## src/hdl/sacr_pkg.sv

```systemverilog
// sacr_pkg: shared types, codes and helpers for the cache replacement block
// no dependencies; compiled first

package sacr_pkg;

    // fixed field widths
    localparam int CFG_IDX_W  = 2;
    localparam int CFG_DATA_W = 5;
    localparam int POL_W      = 2;
    localparam int OFF_W      = 5;
    localparam int SETS_CFG_W = 4;
    localparam int WAYS_CFG_W = 2;
    localparam int WAY_OUT_W  = 3;
    localparam int CNT_W      = 32;

    // configuration register indexes
    typedef enum logic [CFG_IDX_W-1:0] {
        CFG_POLICY = 2'd0,
        CFG_OFFSET = 2'd1,
        CFG_SETS   = 2'd2,
        CFG_WAYS   = 2'd3
    } t_cfg_idx;

    // replacement policy codes, code 3 behaves as lru
    localparam logic [POL_W-1:0] POL_FIFO = 2'd0;
    localparam logic [POL_W-1:0] POL_LRU  = 2'd1;
    localparam logic [POL_W-1:0] POL_NRU  = 2'd2;

    localparam logic CMD_WRITE = 1'b1;

    // register reset values
    localparam logic [POL_W-1:0]      POLICY_RESET = POL_LRU;
    localparam logic [OFF_W-1:0]      OFFSET_RESET = 5'd6;
    localparam logic [SETS_CFG_W-1:0] SETS_RESET   = 4'd0;
    localparam logic [WAYS_CFG_W-1:0] WAYS_RESET   = 2'd0;

    // status of one set scan
    typedef struct packed {
        logic hit;
        logic free_found;
        logic nru_found;
    } t_scan_flags;

    function automatic logic [CNT_W-1:0] sat_inc(input logic [CNT_W-1:0] v);
        sat_inc = (v == {CNT_W{1'b1}}) ? v : v + CNT_W'(1);
    endfunction

endpackage

```

## src/hdl/sacr_scan.sv

```systemverilog
// sacr_scan: per-way tag compare and victim tracking, one way per cycle
// depends on sacr_pkg

module sacr_scan
    import sacr_pkg::*;
#(
    parameter int WAY_W        = 3,
    parameter int ADDRESS_BITS = 48,
    parameter int STAMP_BITS   = 32
) (
    input  logic                    i_clk,
    input  logic                    i_rst_n,
    input  logic                    i_start,
    input  logic                    i_en,
    input  logic [WAY_W-1:0]        i_way,
    input  logic                    i_valid,
    input  logic [STAMP_BITS-1:0]   i_stamp,
    input  logic [ADDRESS_BITS-1:0] i_tag_rd,
    input  logic [ADDRESS_BITS-1:0] i_tag,
    output t_scan_flags             o_flags,
    output logic [WAY_W-1:0]        o_hit_way,
    output logic [WAY_W-1:0]        o_free_way,
    output logic [WAY_W-1:0]        o_nru_way,
    output logic [WAY_W-1:0]        o_vic_way
);

    t_scan_flags           r_flags;
    logic [WAY_W-1:0]      r_hit_way;
    logic [WAY_W-1:0]      r_free_way;
    logic [WAY_W-1:0]      r_nru_way;
    logic [WAY_W-1:0]      r_vic_way;
    logic [STAMP_BITS-1:0] r_min;
    logic                  match;

    assign match = i_valid && (i_tag_rd == i_tag);

    always_ff @(posedge i_clk) begin
        if (!i_rst_n || i_start) begin
            r_flags <= '0;
        end else if (i_en) begin
            // first valid way with the tag
            if (!r_flags.hit && match) begin
                r_flags.hit <= 1'b1;
                r_hit_way   <= i_way;
            end
            // first invalid way
            if (!r_flags.free_found && !i_valid) begin
                r_flags.free_found <= 1'b1;
                r_free_way         <= i_way;
            end
            // first way with its not-recent flag set
            if (!r_flags.nru_found && (i_stamp != '0)) begin
                r_flags.nru_found <= 1'b1;
                r_nru_way         <= i_way;
            end
            // oldest stamp, lowest way on ties
            if ((i_way == '0) || (i_stamp < r_min)) begin
                r_min     <= i_stamp;
                r_vic_way <= i_way;
            end
        end
    end

    assign o_flags    = r_flags;
    assign o_hit_way  = r_hit_way;
    assign o_free_way = r_free_way;
    assign o_nru_way  = r_nru_way;
    assign o_vic_way  = r_vic_way;

endmodule

```

## config.mk

```make
export PLATFORM = sky130hd
export DESIGN_NAME = sacr_scan
export DESIGN_NICKNAME = d
export VERILOG_FILES = /design/src/hdl/sacr_pkg.sv /design/src/hdl/sacr_scan.sv
export SDC_FILE = /design/constraint.sdc
export NUM_CORES = 1
export LEC_CHECK = 0
export BUFFER_PORTS_ARGS = -buffer_cell sky130_fd_sc_hd__buf_2
export CAP_MARGIN = 0
export CORE_MARGIN = 2
export CORE_UTILIZATION = 35
export CTS_BUF_LIST = sky130_fd_sc_hd__clkbuf_4 sky130_fd_sc_hd__clkbuf_8
export CTS_CLUSTER_SIZE = 20
export DETAILED_ROUTE_END_ITERATION = 16
export HOLD_SLACK_MARGIN = 0.03
export PLACE_DENSITY = 0.72
export SLEW_MARGIN = 20
export SYNTH_ARGS = -nofsm -noshare
export SYNTH_HDL_FRONTEND = slang
export SYNTH_SLANG_ARGS = --single-unit
```

## constraint.sdc

```tcl
create_clock -name i_clk -period 6.3 [get_ports i_clk]
set_input_delay 0.945 -clock i_clk [delete_from_list [all_inputs] [get_ports i_clk]]
set_output_delay 0.945 -clock i_clk [all_outputs]
set_load 0.01 [all_outputs]
```

# Word level (Yosys, flattened, before mapping)
# Index checks and enable logic that the tools add are counted.
# totals
reg_bits,47
inputBits,136
out_inout_bits,15
elab_cells,31
# classes
order_cmp,1
eq_ne,1
n_bitwise,1
reduce_logical,20
# ops
operator,n
$eq 48x48->1,1
$lt 32x32->1,1
$reduce_bool 32->1,1
$reduce_and 3->1,4
$reduce_and 2->1,3
$logic_not 1->1,5
$logic_and 1x1->1,4
$logic_not 3->1,1
$logic_or 1x1->1,2
$not 1->1,1

# Depth between registers and ports, before layout
# logic_depth
word_depth,4
mapped_depth,8
ltp_nobuf,8

# Worst setup path after synthesis
# OpenSTA, ideal clock, no wires.
# synth_path
kind,in2reg
startpoint,input i_stamp[27]
endpoint,"register r_vic_way[0] (netlist: o_vic_way[0]), enable pin"
setup_time_ns,0.393
arrival_time_ns,2.895
required_time_ns,5.907
setup_slack_ns,3.013
cell_stages,7
n_path_buf,0
path_cell_list,ha_1 -> a21oi_1 -> o21ai_1 -> a221oi_2 -> o2111ai_1 -> a211o_1 -> nand2_1
# synth_between
elab_chain_len,3
# synth_rtl
item,line,rtl
"start, declared",sacr_scan.sv:17,"input logic [STAMP_BITS-1:0] i_stamp,"
$lt 32x32->1,sacr_scan.sv:57,if ((i_way == '0) || (i_stamp < r_min)) begin
$logic_or 1x1->1,sacr_scan.sv:57,
$reduce_and 3->1 (no line),--,
"end signal, assigned",sacr_scan.sv:59,r_vic_way <= i_way;
"end, declared",sacr_scan.sv:31,logic [WAY_W-1:0] r_vic_way;
# No other way between the ends.
# A chain may end at the register's enable or synchronous reset.

# Worst setup path after layout
# layout_path
startpoint,input i_stamp[31]
endpoint,"register r_min[5], enable pin"
# layout_between
elab_chain_len,3
# layout_rtl
item,line,rtl
$lt 32x32->1,sacr_scan.sv:57,
$logic_or 1x1->1,sacr_scan.sv:57,
$reduce_and 3->1 (no line),--,
"end signal, assigned",sacr_scan.sv:58,r_min <= i_stamp;
"end, declared",sacr_scan.sv:32,logic [STAMP_BITS-1:0] r_min;
# No other way between the ends.

==> impl_metrics.yaml <==
clocking:
  htree_levels: 2
  postCtsSetupBuffers: 0
  cts_made_buffers: 5
  cts_tree: "built"
  cts_resized: 0
  clock_path_buffers: 2
  clkTransAtPathRegs_ns: 0.09
  postCtsHoldBufs: 0
  cts_root_buf: "clkbuf_8"
  insertion_delay_ns: 0.30
  clkSinkCount: 47
setup_path:
  endpoint_kind: "flip-flop"
  required_ns: 6.27
  path_cells: "buf_2, ha_1, and4_1, a221oi_2, o2111ai_1, a211o_1, nand2_1, buf_4"
  slowest_stage: "buf_4"
  start_kind: "primary input"
  worst_ep_arrival_time_ns: 3.17
  max_stage_delay_ns: 0.40
  r2r_cells: 8
  critPathMaxFanout: 25
  path_class: "primary input to flip-flop"
synth:
  synthXorXnorAreaFrac: 0.1479
  ys.flop_type: "edfxtp_1"
  ys_types: 30
  syn-cell-area_um2: 2843
  yosys-top-cells-area: "edfxtp_1 (46%), ha_1 (14%), xor2_1 (8.0%)"
  synth.area.mux_share: 0
  synthAdderAreaFrac: 0.1364
  ys_ff_latch: 47
  synth_top_family_by_area: "XOR/XNOR gates"
  yosysWarnings: 0
  syn-num-nets: 415
  synth_compound_area_frac: 0.06162
  yosys.area_share.simple: 0.1272
  synth_cells: 248
  synth_edf_count: 44
  synth_top_area_share: 0.4648
  synthArstFlopShare: 0
  syn_area_per_cell_um2: 11.46
  ys_seq_area_frac: 0.4859
  yosysTopAreaCell: "edfxtp_1"
grt:
  grt_pass1_wl_um: 11210
  grt_max_degree: 26
  track_usage: 0.1671
  grt_overflow: 0
  first_global_vias: 2376
  antenna_found_initial: 0
drt:
  antenna_left: 0
  dr_total_vias: 2371
  wl_per_cell_um: 14.59
  viasPerCell: 4.658
  drc_errors: 0
  dr.pass1.iters: 4
  wirelength_um: 7426
  wl_met2_um: 4033
  wl_met1_um: 2820
  wl_met3_um: 497
  top_layer: "met4"
  drt_iter0_drc: 58
sta:
  finalHoldViolations: 0
  max-slew-margin-rel: 0.6482
  worstMarginPinSlew_ns: 0.5237
  final.setup.tns_ns: 0
  finalCritPeriodShare: 0.5069
  setup_viol: 0
  slew_violations: 0
  layout_setup_ws_ns: 3.106
  period_minus_slack_ns: 3.194
  fin_skew_ns: 0.009487
  max_clock_freq_ghz: 0.3131
  rsz0062_at_grt: "no"
final_layout:
  area_delta_synth_final_pct: 34.29
  final_layout_size_suffix_gt1_frac: 0.4054
  diodes: 0
  fin_nets: 573
  fillers: 763
place:
  gp_congestion: 0.8040
  place_ws_ns: 2.790
  io_buffers: 150
  dp_hpwl_um: 6497
die:
  dieHeight_um: 94.12
  dieArea_um2: 8859
  pin_count: 151
  coreArea_um2: 7807
  initial_core_util: 0.3641
  die_x_um: 94.12
  fp-row-count: 32
pwr:
  p_leak_nw: 1.774
  peakVddDrop_mv: 0.09526
  power_uw: 679.9
  power_density_nw_per_um2: 178.1
worst_hold_path:
  hold_path_class: "flip-flop to flip-flop"
  hold_depth: 2
run:
  maxCapViolCount: 0
status:
  outcome: "completed"
==> metal layers <==
metal,GRT usage,vias up
li1,-,1212
met1,0.1896,1049
met2,0.3208,104
met3,0.03371,6
met4,0.03382,0
met5,0,-
==> cell type report <==
| class | count | area, um2 | share of cell area |
|---|---|---|---|
| tap | 102 | 127.6 | 0.03343 |
| clock buffer | 5 | 68.82 | 0.01803 |
| clock inverter | 3 | 20.02 | 0.005244 |
| multi-input combinational | 170 | 1345 | 0.3523 |
| inverter | 31 | 116.4 | 0.03048 |
| timing repair buffer | 151 | 758.2 | 0.1986 |
| sequential | 47 | 1381 | 0.3618 |
==> stage by stage <==
step	instance area (um2)	hold slack, ns	instances	util
floorplan	2843	0.4790	248	-
global placement	3729	0.4433	501	0.4776
detailed placement	3729	0.4511	501	0.4776
CTS	3817	0.4642	509	0.4889
global route	3817	0.4916	509	0.4889
finish	3817	0.4631	509	0.4889
==> critical path, delay by kind of cell <==
| kind | cells | cell delay, ns |
|---|---|---|
| compound gates | 3 | 0.79 |
| simple gates | 2 | 0.58 |
| buf+inv | 2 | 0.52 |
| fa+ha+maj | 1 | 0.32 |
==> power breakdown <==
| group | total, mW | leakage [nW] | switching [mW] | internal, mW |
|---|---|---|---|---|
| sequential | 0.359 | 0.428 | 0.00324 | 0.356 |
| combinational | 0.140 | 1.31 | 0.0706 | 0.0692 |
| clock | 0.181 | 0.0402 | 0.104 | 0.0773 |
==> registers in the layout (all words and copies together), names as in the netlist <==
name	cells
o_flags	3
o_free_way	3
o_hit_way	3
o_nru_way	3
o_vic_way	3
r_min	32
==> layout by cell type (no fill, tap or decap) <==
cell type   netlist  routed
o21ai_1           5       5
inv_1            31      31
o31ai_1           1       1
a21oi_1          16      16
clkinv_2          0       1
xor2_1           26      26
nor4_1           15      15
clkbuf_8          0       5
nand2_1          14      14
o2111ai_1         1       1
o21a_1            1       1
ha_1             31      31
and2_1            1       1
nand2_2           1       1
dfxtp_1           3       3
nor2b_1           1       1
buf_4             0       1
nor3_1            4       4
a211o_1           1       1
buf_2             0     150
nor4_2            2       2
a21o_1            1       1
nor2b_4           1       1
nand3_1           2       2
nor3_2            1       1
nand4_1          11      11
nand4b_1          1       1
edfxtp_1         44      44
xnor2_1          22      22
clkinvlp_4        0       2
o211ai_1          1       1
a221oi_2          1       1
a211oi_1          1       1
nor2_1            6       6
and4_1            2       2
==> worst paths after layout <==
check | from | to | slack [ns]
max | i_stamp[31] | r_min[5] | 3.11
min | o_flags[0] | o_flags[0] | 0.46
max reg2reg | r_min[30] | r_min[5] | 3.47
min reg2reg | o_flags[0] | o_flags[0] | 0.46
==> cells in the mapped netlist (all sizes together) (2+ instances only) <==
master	count
edfxtp	44
ha	31
inv	31
xor2	26
xnor2	22
nor4	17
a21oi	16
nand2	15
nand4	11
nor2	6
nor3	5
o21ai	5
dfxtp	3
and4	2
nand3	2
nor2b	2
==> kinds of logic (layout without fill, tap and decap cells) <==
group,count (synthesis),in the layout
AND/OR/NAND/NOR,62,62
XOR/XNOR,48,48
flip-flops,47,47
adder cells (fa/ha/maj),31,31
buffers and inverters,31,190
AO/OA/AOI/OAI,29,29
Note: power is estimated with default switching activity, not from simulation.
