--- src/hdl/sacr_ram.sv ---
// sacr_ram: generic single write port, single read port ram, registered read
// no dependencies

module sacr_ram #(
    parameter int WIDTH = 8,
    parameter int DEPTH = 16,
    localparam int AW   = $clog2(DEPTH)
) (
    input  logic             i_clk,
    input  logic             i_we,
    input  logic [AW-1:0]    i_waddr,
    input  logic [WIDTH-1:0] i_wdata,
    input  logic [AW-1:0]    i_raddr,
    output logic [WIDTH-1:0] o_rdata
);

    logic [WIDTH-1:0] r_mem [DEPTH];
    logic [WIDTH-1:0] r_rdata;

    always_ff @(posedge i_clk) begin
        if (i_we) begin
            r_mem[i_waddr] <= i_wdata;
        end
        r_rdata <= r_mem[i_raddr];
    end

    assign o_rdata = r_rdata;

endmodule

--- config.mk ---
export PLATFORM = sky130hd
export DESIGN_NAME = sacr_ram
export DESIGN_NICKNAME = d
export VERILOG_FILES = /design/src/hdl/sacr_ram.sv
export SDC_FILE = /design/constraint.sdc
export NUM_CORES = 1
export LEC_CHECK = 0
export BUFFER_PORTS_ARGS = -buffer_cell sky130_fd_sc_hd__buf_4
export CORE_MARGIN = 2
export CORE_UTILIZATION = 54
export CTS_CLUSTER_DIAMETER = 80
export DETAILED_ROUTE_END_ITERATION = 8
export HOLD_SLACK_MARGIN = 0.08
export PLACE_DENSITY_LB_ADDON = 0.25
export SYNTH_ARGS = -nofsm -noshare
export SYNTH_HDL_FRONTEND = slang
export SYNTH_SLANG_ARGS = --single-unit
--- constraint.sdc ---
create_clock -name i_clk -period 1.9 [get_ports i_clk]
set_clock_uncertainty 0.2 [all_clocks]
set_input_delay 0.285 -clock i_clk [delete_from_list [all_inputs] [get_ports i_clk]]
set_output_delay 0.285 -clock i_clk [all_outputs]
set_load 0.02 [all_outputs]
# After elaboration in Yosys (flattened, before gate mapping)
# Memory sizes are Yosys's and may differ from the RTL's. A register that Yosys moved wholly into a read port is not among the register bits.
# Index checks and enable logic that the tools add are counted.
# classes
mux	2
# op_table
operator	count
$mux 1	2
# totals
inputBits	18
mem_bits_rw	128
output_inout_bits	8
elab_cells	3
reg_bits	0
mem_count	1
# mem_list
name	words	word_bits	read_ports	rd_clocked_by_memory_dff	wr	line	source
r_mem	16	8	1	1	1	17	logic [WIDTH-1:0] r_mem [DEPTH];

# Longest topological paths before layout
# Gate-level depths: netlist of the first run.
# logic_depth
word_depth	2
depth_mapped	5
depth_no_buf	3

# Least setup slack after synthesis of the first run
# Ideal clock, no wire load.
# synth_timing
path_kind	input -> register
from	input port i_waddr[2]
to	memory r_mem[0][0] (enable)
slack_ps	-78
required_ps	1317
path_buffers	0
t_arrival_ps	1395
path_stages	2
path_cell_list	or3b_2 -> nor3_1
# synth_lines
item	line	source
start, declared	11	input logic [AW-1:0] i_waddr,
end, declared	17	
# Straight into the memory's write port.

# Worst setup path in the final report of the first run
# layout_timing
from	input port i_waddr[0]
to	memory r_mem[0][6] (enable)
# Straight into the memory's write port.

==> run summary, run 1 <==
Crit path cell chain - dlygate4sd3_1, buf_4, nor3_2, dlygate4sd3_1, buf_4
Largest net degree at the start of global routing - 17
# hold bufs at CTS - 10
Area Overhead vs Synth - 23.1%
Max-Slew Margin vs Limit - 46.6%
Hold Crit Class - in2reg
DRC - 0
DRT antenna net count - 0
Io pins - 26
DP Cell Count - 396
Number of clock sinks - 136
Worst VDD drop - 0.000464 V
Die Span Y - 102 microns
RSZ-0062 raised after global routing - false
Final core area utilization - 68.6%
Initial antenna violation count - 0
R2r worst-path depth - 3
Setup_tns - 0 ps
Net Count, Synth - 247
CP max stage delay - 560 ps
Core box area - 9240 sq um
Post-Syn Area per Cell - 22.5 sq um
CP max-delay cell - dlygate4sd3_1
Port buffer count - 25
Period utilization - 97.0%
Clk buf depth - 2
Synthesized flop and latch total - 136
H-tree depth - 4
Yosys warns - 0
Cells after synthesis - 229
Worst hold stages - 3
Post-CTS Setup Inserts - 0
FF-to-FF End - o_rdata[4]
R2r setup slk - 310 ps
Clock Pin Slew Worst Setup and Hold Paths - 60 ps
Tot GR Track Use - 21.6%
Via count - 2461
Worst slew pin tran - 798 ps
DIE WIDTH - 102 microns
N_diodes - 0
Cell Pwr Density - 1130 nW/um^2
Drt pass-1 iters - 4
Vias in the first global route - 2551
Area of the die - 10300 sq um
Layout Cells excl Fill - 438
Vias/cell - 5.62
CP Class - in2reg
Top achievable clock speed - 543 MHz
CP Max Fanout - 8
Reg2reg start - r_mem[10][4]
CTS tree - done
Crit end category - flop
Worst hold endpoint - r_mem[8][5]
Worst path arrival time - 1850 ps
Hold Vio Cnt, Final - 0
Startpoint Class - input port
CP required - 1910 ps
Max-slew violation count - 0
Std-Cell Rows - 35
Share of layout cells above drive strength 1 - 31.1%
HPWL after detailed placement - 6.31 mm
Final-stage net count - 314
Wirelength per Cell - 22.4 microns
Setup Viol. Count Final - 0
DRT iter0 DRCs - 223
DRT Wirelength - 9.81 mm
Grt total ovfl - 0
Routability cong. - 0.697
Number of gates resized after CTS - 0
Clk Latency, worst-skew pair - 510 ps
Initial Util - 55.7%
Post-synthesis sequential area ratio - 77.8%
Max-Cap Viols - 0
Synthesized area - 5150 sq um
Leak - 2.19 nW
Root Driver - clkbuf_8
Final worst path period need - 1840 ps
Global-route wire length before repair - 15.2 mm
Status - finished, final reports clean
Synth cell types - 19
Total CTS buffers - 17
Min-delay src - i_waddr[1]
synthesized netlist by cell type:
cell type	n	area (sq um)
clkdlybuf4s25_2	3	30.0
mux4_1	14	368
a22oi_1	16	120
nand2_1	9	33.8
nand2b_1	2	12.5
buf_2	3	15.0
nand3b_1	2	15.0
buf_4	1	7.51
nor3_1	4	20.0
dfxtp_1	8	160
and2b_1	1	7.51
nand3_1	1	5.00
buf_6	3	33.8
and2_1	1	6.26
nor2b_1	1	6.26
nor2_1	13	48.8
mux4_2	18	405
edfxtp_1	128	3840
or3b_2	1	8.76
registers in the layout, indices dropped and copies added, names as in the netlist:
signal   count
r_mem      128
o_rdata      8
stage by stage:
step	total power, W	setup WS [ps]	hold slack (ps)	cell area, sq um
floorplan	0.00363	149	184	5150
global placement	0.00379	83.0	385	5610
detailed placement	0.00380	5.95	386	5610
CTS	0.00721	72.8	86.8	6340
global route	0.00736	40.8	88.1	6340
finish	0.00717	57.0	104	6340
routing by layer:
metal  routed length (microns)  share of wire (%)  global-route usage (%)
met5                         0                  0                       0
met4                        31               0.32                    6.24
met3                       615                6.3                    6.69
met2                      5260                 54                    35.3
met1                      3900                 40                    28.5
worst max-delay path, delay by kind of cell:
family                 cells  cell delay [ps]
buffers and inverters      4             1430
AND/OR/NAND/NOR            1              130
final cells by class:
type	count	area, sq um
clock buffers	18	418
repair buffers	58	485
fillers	572	2900
well taps	129	161
multi-input cells	83	1060
flip-flops and latches	136	4000
clock inverters	14	205
report_power, final:
group | leakage [nW] | switching [W] | total, W | internal [W]
logic | 0.666 | 0.000197 | 0.000371 | 0.000175
registers | 1.22 | 0.0000250 | 0.00338 | 0.00335
clock network | 0.301 | 0.00117 | 0.00342 | 0.00225
placed cells by master, fill, tap and decap left out, types with 3 or more instances in the layout:
cell type      count
mux4_1            14
a22oi_1           16
clkinv_1           3
bufinv_16          5
edfxtp_1         128
dlygate4sd3_1     10
dfxtp_1            8
nand2_1            9
buf_4             46
mux4_2            18
nor2_1            13
nor3_1             3
clkinv_4           3
clkbuf_16         16
cells by family (layout without fill, tap and decap cells):
logic type / Yosys count / in the layout / share of synthesized area [%]
flops: 136 / 136 / 77.8
buf+inv: 10 / 90 / 1.68
mux: 32 / 32 / 15.0
compound gates: 16 / 16 / 2.33
simple gates: 35 / 35 / 3.18
worst max path at each step:
stage                     from          end  cells after the start
floorplan           i_waddr[2]  r_mem[3][0]                      2
global placement    i_raddr[0]   o_rdata[4]                      5
detailed placement  i_raddr[0]   o_rdata[4]                      5
CTS                 i_waddr[0]  r_mem[0][6]                      5
global route        i_waddr[0]  r_mem[0][6]                      5
finish              i_waddr[0]  r_mem[0][6]                      5
Power figures use the tool's default switching activity.
==> run 2: changes to the inputs <==
- CORE_ASPECT_RATIO: unset -> 0.8
==> run 2 against run 1 <==
Compared with the run above: the flow now finishes with violations (design-rule violations); maximum frequency up 15%; worst setup slack gained 240 ps; critical path depth decreased by 2; total power down 3.3%; critical path type is now reg2reg; largest power group is now sequential cells.
==> run summary, run 2 (synthesis results as in run 1) <==
Hold_ws - 203 ps
CP max stage delay - 510 ps
CP max-delay cell - mux4_1
Hold Crit Class - in2reg
Port buffer count - 25
Tot GR Track Use - 21.4%
Clock Pin Slew Worst Setup and Hold Paths - 60 ps
Crit path cell chain - mux4_1, a22oi_1, nand2_1
Cell Pwr Density - 1110 nW/um^2
Startpoint Class - flop
Total Power - 0.00694 W
Global-route wire length before repair - 15.4 mm
Setup Viol. Count Final - 0
Post-CTS Setup Inserts - 0
Die Span Y - 91.3 microns
H-tree depth - 4
Max-Slew Margin vs Limit - 50.6%
Leak - 2.16 nW
RSZ-0062 raised after global routing - false
N_diodes - 0
Area of the die - 10300 sq um
Number of clock sinks - 136
Clk buf depth - 2
Grt total ovfl - 0
Setup_tns - 0 ps
Post-route cell area - 6270 sq um
Max-slew violation count - 0
Final core area utilization - 68.5%
DRT antenna net count - 0
Max-Cap Viols - 0
Drt pass-1 iters - 6
Crit end category - flop
Core box area - 9150 sq um
Hold Vio Cnt, Final - 0
Std-Cell Rows - 31
Top achievable clock speed - 625 MHz
Most flops, register - r_mem
Worst VDD drop - 0.000817 V
Io pins - 26
DRT iter0 DRCs - 294
Vias in the first global route - 2626
Most frequent cells in the layout - edfxtp_1 (128), buf_4 (45), mux4_2 (18)
Worst path arrival time - 1680 ps
Total CTS buffers - 17
Clk Latency, worst-skew pair - 410 ps
DRT Wirelength - 9.82 mm
Final worst path period need - 1600 ps
Largest register FFs - 128
HPWL after detailed placement - 6.21 mm
Wirelength per Cell - 23.3 microns
CP Max Fanout - 1
DIE WIDTH - 113 microns
Number of fill cells - 572
Area Overhead vs Synth - 21.8%
Vias/cell - 6.09
Initial antenna violation count - 0
CTS tree - done
Period utilization - 84.2%
Failing checks - design-rule violations
Routability cong. - 0.728
Status - finished, violations left
Commonest non-fill, non-tap cell in the layout - edfxtp_1
CP required - 1980 ps
CP Class - reg2reg
Worst slew pin tran - 739 ps
Initial Util - 56.2%
Root Driver - clkbuf_16
DRC - 2
Placed inst area - 5610 sq um
Largest net degree at the start of global routing - 17
Share of layout cells above drive strength 1 - 31.6%
Final-stage net count - 312
Via count - 2572
==> run 2: cell types whose count changed in the layout (fill, tap and decap cells not counted), sizes merged <==
cell / previous run / this run
clkbuf: 18 / 20
bufinv: 5 / 2
inv: 0 / 1
clkinv: 8 / 5
clkinvlp: 1 / 4
dlygate4sd3: 10 / 8
==> run 2: metrics by stage <==
step	std cells	setup WS, ps
5_1_grt	422	215
6_report	422	300
2_1_floorplan	229	149
3_5_place_dp	382	-53.5
4_1_cts	422	274
3_3_place_gp	382	-20.9
==> run 2: path summary, 6_finish.rpt <==
| kind | from | to | slack (ps) | depth (start not counted) |
|---|---|---|---|---|
| setup / recovery | r_mem[10][4] | o_rdata[4] | 300 | 3 |
| hold / removal | i_waddr[1] | r_mem[0][5] | 200 | 3 |
| setup reg to reg | r_mem[10][4] | o_rdata[4] | 300 | 3 |
| hold reg to reg | r_mem[7][2] | o_rdata[2] | 480 | 3 |
==> run 2: worst max-delay path: cells and delay by family, from the launching register on <==
kind,cells,cell delay [ps]
DFF,1,380
AOI/OAI and AO/OA,1,290
and+or+nand+nor,1,100
muxes,1,510
==> run 2: power by group <==
part	switching (W)	internal, W
combinational	0.000197	0.000175
clock	0.00120	0.00199
sequential	0.0000222	0.00335
==> run 2: cell type report <==
cell class | instances | area, sq um | area share, %
sequential | 136 | 4000 | 63.9
tap | 115 | 144 | 2.29
timing repair buffer | 56 | 478 | 7.62
clock buffer | 20 | 457 | 7.28
multi-input combinational | 83 | 1060 | 16.9
clock inverter | 12 | 125 | 2.00
==> run 2: timing repair <==
action	CTS	global route
hold endpoints to repair	128	0
resized for setup	0	0
setup endpoints to repair	0	0
hold buffers	8	0
==> run 2: layer usage <==
layer | global-route usage (%) | up-vias | wire length, microns | part of all wire, %
met5 | 0 | - | 0 | 0
met4 | 7.22 | 0 | 105 | 1.1
met3 | 7.94 | 10 | 838 | 8.5
met2 | 30.3 | 122 | 4530 | 46
met1 | 31.2 | 1338 | 4350 | 44
li1 | - | 1102 | - | -
==> run 3: changes to the inputs <==
- ABC_AREA: unset -> 1
- CORE_UTILIZATION: 54 -> 55
- clock period: 1.9 -> 1.6 ns (I/O delays scaled with it)
==> run 3 against run 2 <==
Compared with the run above: the run now ends clean; worst setup slack got worse by 270 ps; sequential cell count unchanged; global-route usage increased by 2.9 points; non-clock buffer count increased by 5; wire length increased by 30%; critical path type is now in2reg.
==> run summary, run 3 <==
Delay-heaviest family, CP - buffers and inverters
Clock Pin Slew Worst Setup and Hold Paths - 50 ps
DRC - 0
Initial Util - 56.3%
N_diodes - 0
FF-to-FF End - o_rdata[2]
CP Max Fanout - 17
Yosys warns - 0
Tot GR Track Use - 24.3%
Port buffer count - 25
Levels on crit path - 7
Met1 WL - 5.51 mm
CP max-delay cell - dlygate4sd3_1
Worst path arrival time - 1670 ps
Layout Cells excl Fill - 760
Max-Slew Margin vs Limit - 79.9%
Area of the die - 11300 sq um
Most frequent cells in the layout - nand2_1 (173), edfxtp_1 (128), inv_1 (100)
Synthesized flop and latch total - 136
CTS tree - done
HPWL after detailed placement - 7.74 mm
Wirelength per Cell - 16.8 microns
Switching pwr - 0.00177 W
DRT Wirelength - 12.8 mm
Worst hold endpoint - o_rdata[5]
Setup_tns - 0 ps
Post-synthesis sequential area ratio - 69.4%
Clk buf depth - 2
Hold Crit Class - in2reg
Synth Flop Type - edfxtp_1
WL met3 - 810 microns
Max-slew violation count - 0
Flop pwr share - 49.9%
Met2 WL - 6.19 mm
Synth cell count leaders - nand2_1 (173), edfxtp_1 (128), inv_1 (100)
Core box area - 10200 sq um
Area Overhead vs Synth - 18.6%
Grt total ovfl - 0
CP max stage delay - 540 ps
Cell Pwr Density - 1170 nW/um^2
Yosys top cell by area - edfxtp_1
Top achievable clock speed - 636 MHz
Combinational Power Share - 7.2%
DRT antenna net count - 0
DP Cell Count - 718
DIE WIDTH - 118 microns
Largest register FFs - 128
Post-CTS Setup Inserts - 0
Hold_ws - 222 ps
Share of layout cells above drive strength 1 - 12.1%
Reg area - 4000 sq um
RSZ-0062 raised after global routing - false
Post-route cell area - 6840 sq um
Crit path cell chain - dlygate4sd3_1, buf_4, inv_1, buf_4, nand3_1, nand3_1, nand2_1
Synthesized area - 5770 sq um
Max-Cap Viols - 0
Leak - 2.98 nW
Net Count, Synth - 569
R2r setup slk - 340 ps
Reg2reg start - r_mem[3][2]
Period utilization - 98.3%
Startpoint Class - input port
Min-delay src - i_raddr[1]
Commonest non-fill, non-tap cell in the layout - nand2_1
Hold Vio Cnt, Final - 0
Final-stage net count - 625
CP required - 1700 ps
Cell with the most instances after synthesis - nand2_1
Status - finished, final reports clean
Sw frac - 22.0%
Worst hold stages - 7
Vias/cell - 5.13
Critical path buffers and inverters - 4
Post-synth ARST share - 0%
Total CTS buffers - 17
Setup Viol. Count Final - 0
Initial antenna violation count - 0
Synth cell types - 12
Post-Syn Area per Cell - 10.5 sq um
Worst slew pin tran - 301 ps
Global-route wire length before repair - 19.6 mm
Root Driver - clkbuf_16
Number of gates resized after CTS - 0
Via count - 3896
H-tree depth - 4
Area occupied by multi-input gates - 1210 sq um
Crit end category - flop
Area contributors post-synth - edfxtp_1 (67%), nand2_1 (11%), nand3_1 (8.4%)
Most flops, register - r_mem
Pint - 0.00627 W
Vias in the first global route - 3710
Clock network power share - 42.9%
Top layer in use - met4
Number of fill cells - 824
Routability cong. - 0.846
Clk Latency, worst-skew pair - 410 ps
Std-Cell Rows - 33
Cells after synthesis - 551
CP Class - in2reg
Final worst path period need - 1570 ps
Largest net degree at the start of global routing - 65
Worst VDD drop - 0.000968 V
Top cell type's share of synthesized area - 66.7%
Number of clock sinks - 136
Die Span Y - 95.6 microns
Placed inst area - 6220 sq um
Io pins - 26
R2r worst-path depth - 6
DRT iter0 DRCs - 372
# hold bufs at CTS - 10
EDFF count, synth - 128
Drt pass-1 iters - 5
==> run 3: per-layer routing <==
| metal | vias to the layer above | global-route usage (%) |
|---|---|---|
| met5 | - | 0 |
| met4 | 0 | 9.33 |
| met3 | 21 | 6.16 |
| met2 | 150 | 39.7 |
| met1 | 1839 | 31.9 |
| li1 | 1886 | - |
==> run 3: logic make-up (layout without fill, tap and decap cells) <==
kind of cell	count (synthesis)	after routing	synth area share, %
flip-flops	136	136	69.4
AND/OR/NAND/NOR	289	289	21.0
buffers and inverters	126	195	9.52
==> run 3: area by class of cell <==
type | instances | share of cell area [%]
sequential | 136 | 58.5
multi-input combinational | 289 | 17.7
timing repair buffer | 61 | 7.97
clock buffer | 19 | 6.33
inverter | 102 | 5.60
tap | 140 | 2.56
clock inverter | 13 | 1.28
==> run 3: power by group through the flow <==
stage               clock network, W  registers (W)  logic, W
floorplan                          0        0.00411  0.000281
global route                 0.00365        0.00401  0.000635
finish                       0.00345        0.00401  0.000579
global placement                   0        0.00408  0.000549
detailed placement                 0        0.00408  0.000557
CTS                          0.00348        0.00401  0.000579
==> run 3: worst max path at each step <==
stage,from,end,slack [ps]
2_1_floorplan,i_waddr[2],r_mem[10][0],210
3_3_place_gp,i_raddr[0],o_rdata[2],110
3_5_place_dp,i_raddr[0],o_rdata[2],90
4_1_cts,i_raddr[2],o_rdata[2],110
5_1_grt,i_raddr[2],o_rdata[2],40
6_report,i_raddr[2],o_rdata[2],30
==> run 3: tightest hold or removal path, delay by kind of cell <==
| kind | cells | cell delay (ps) |
|---|---|---|
| buffers and inverters | 3 | 310 |
| AND/OR/NAND/NOR | 4 | 230 |
==> run 3: metrics by stage <==
| step | utilization, % | total power (W) | setup slack [ps] |
|---|---|---|---|
| final | 66.8 | 0.00804 | 27.7 |
| after global routing | 66.8 | 0.00829 | 35.4 |
| after CTS | 66.8 | 0.00807 | 108 |
| after detailed placement | 60.8 | 0.00464 | 88.0 |
| after global placement | 60.8 | 0.00463 | 111 |
| after floorplan | - | 0.00439 | 209 |
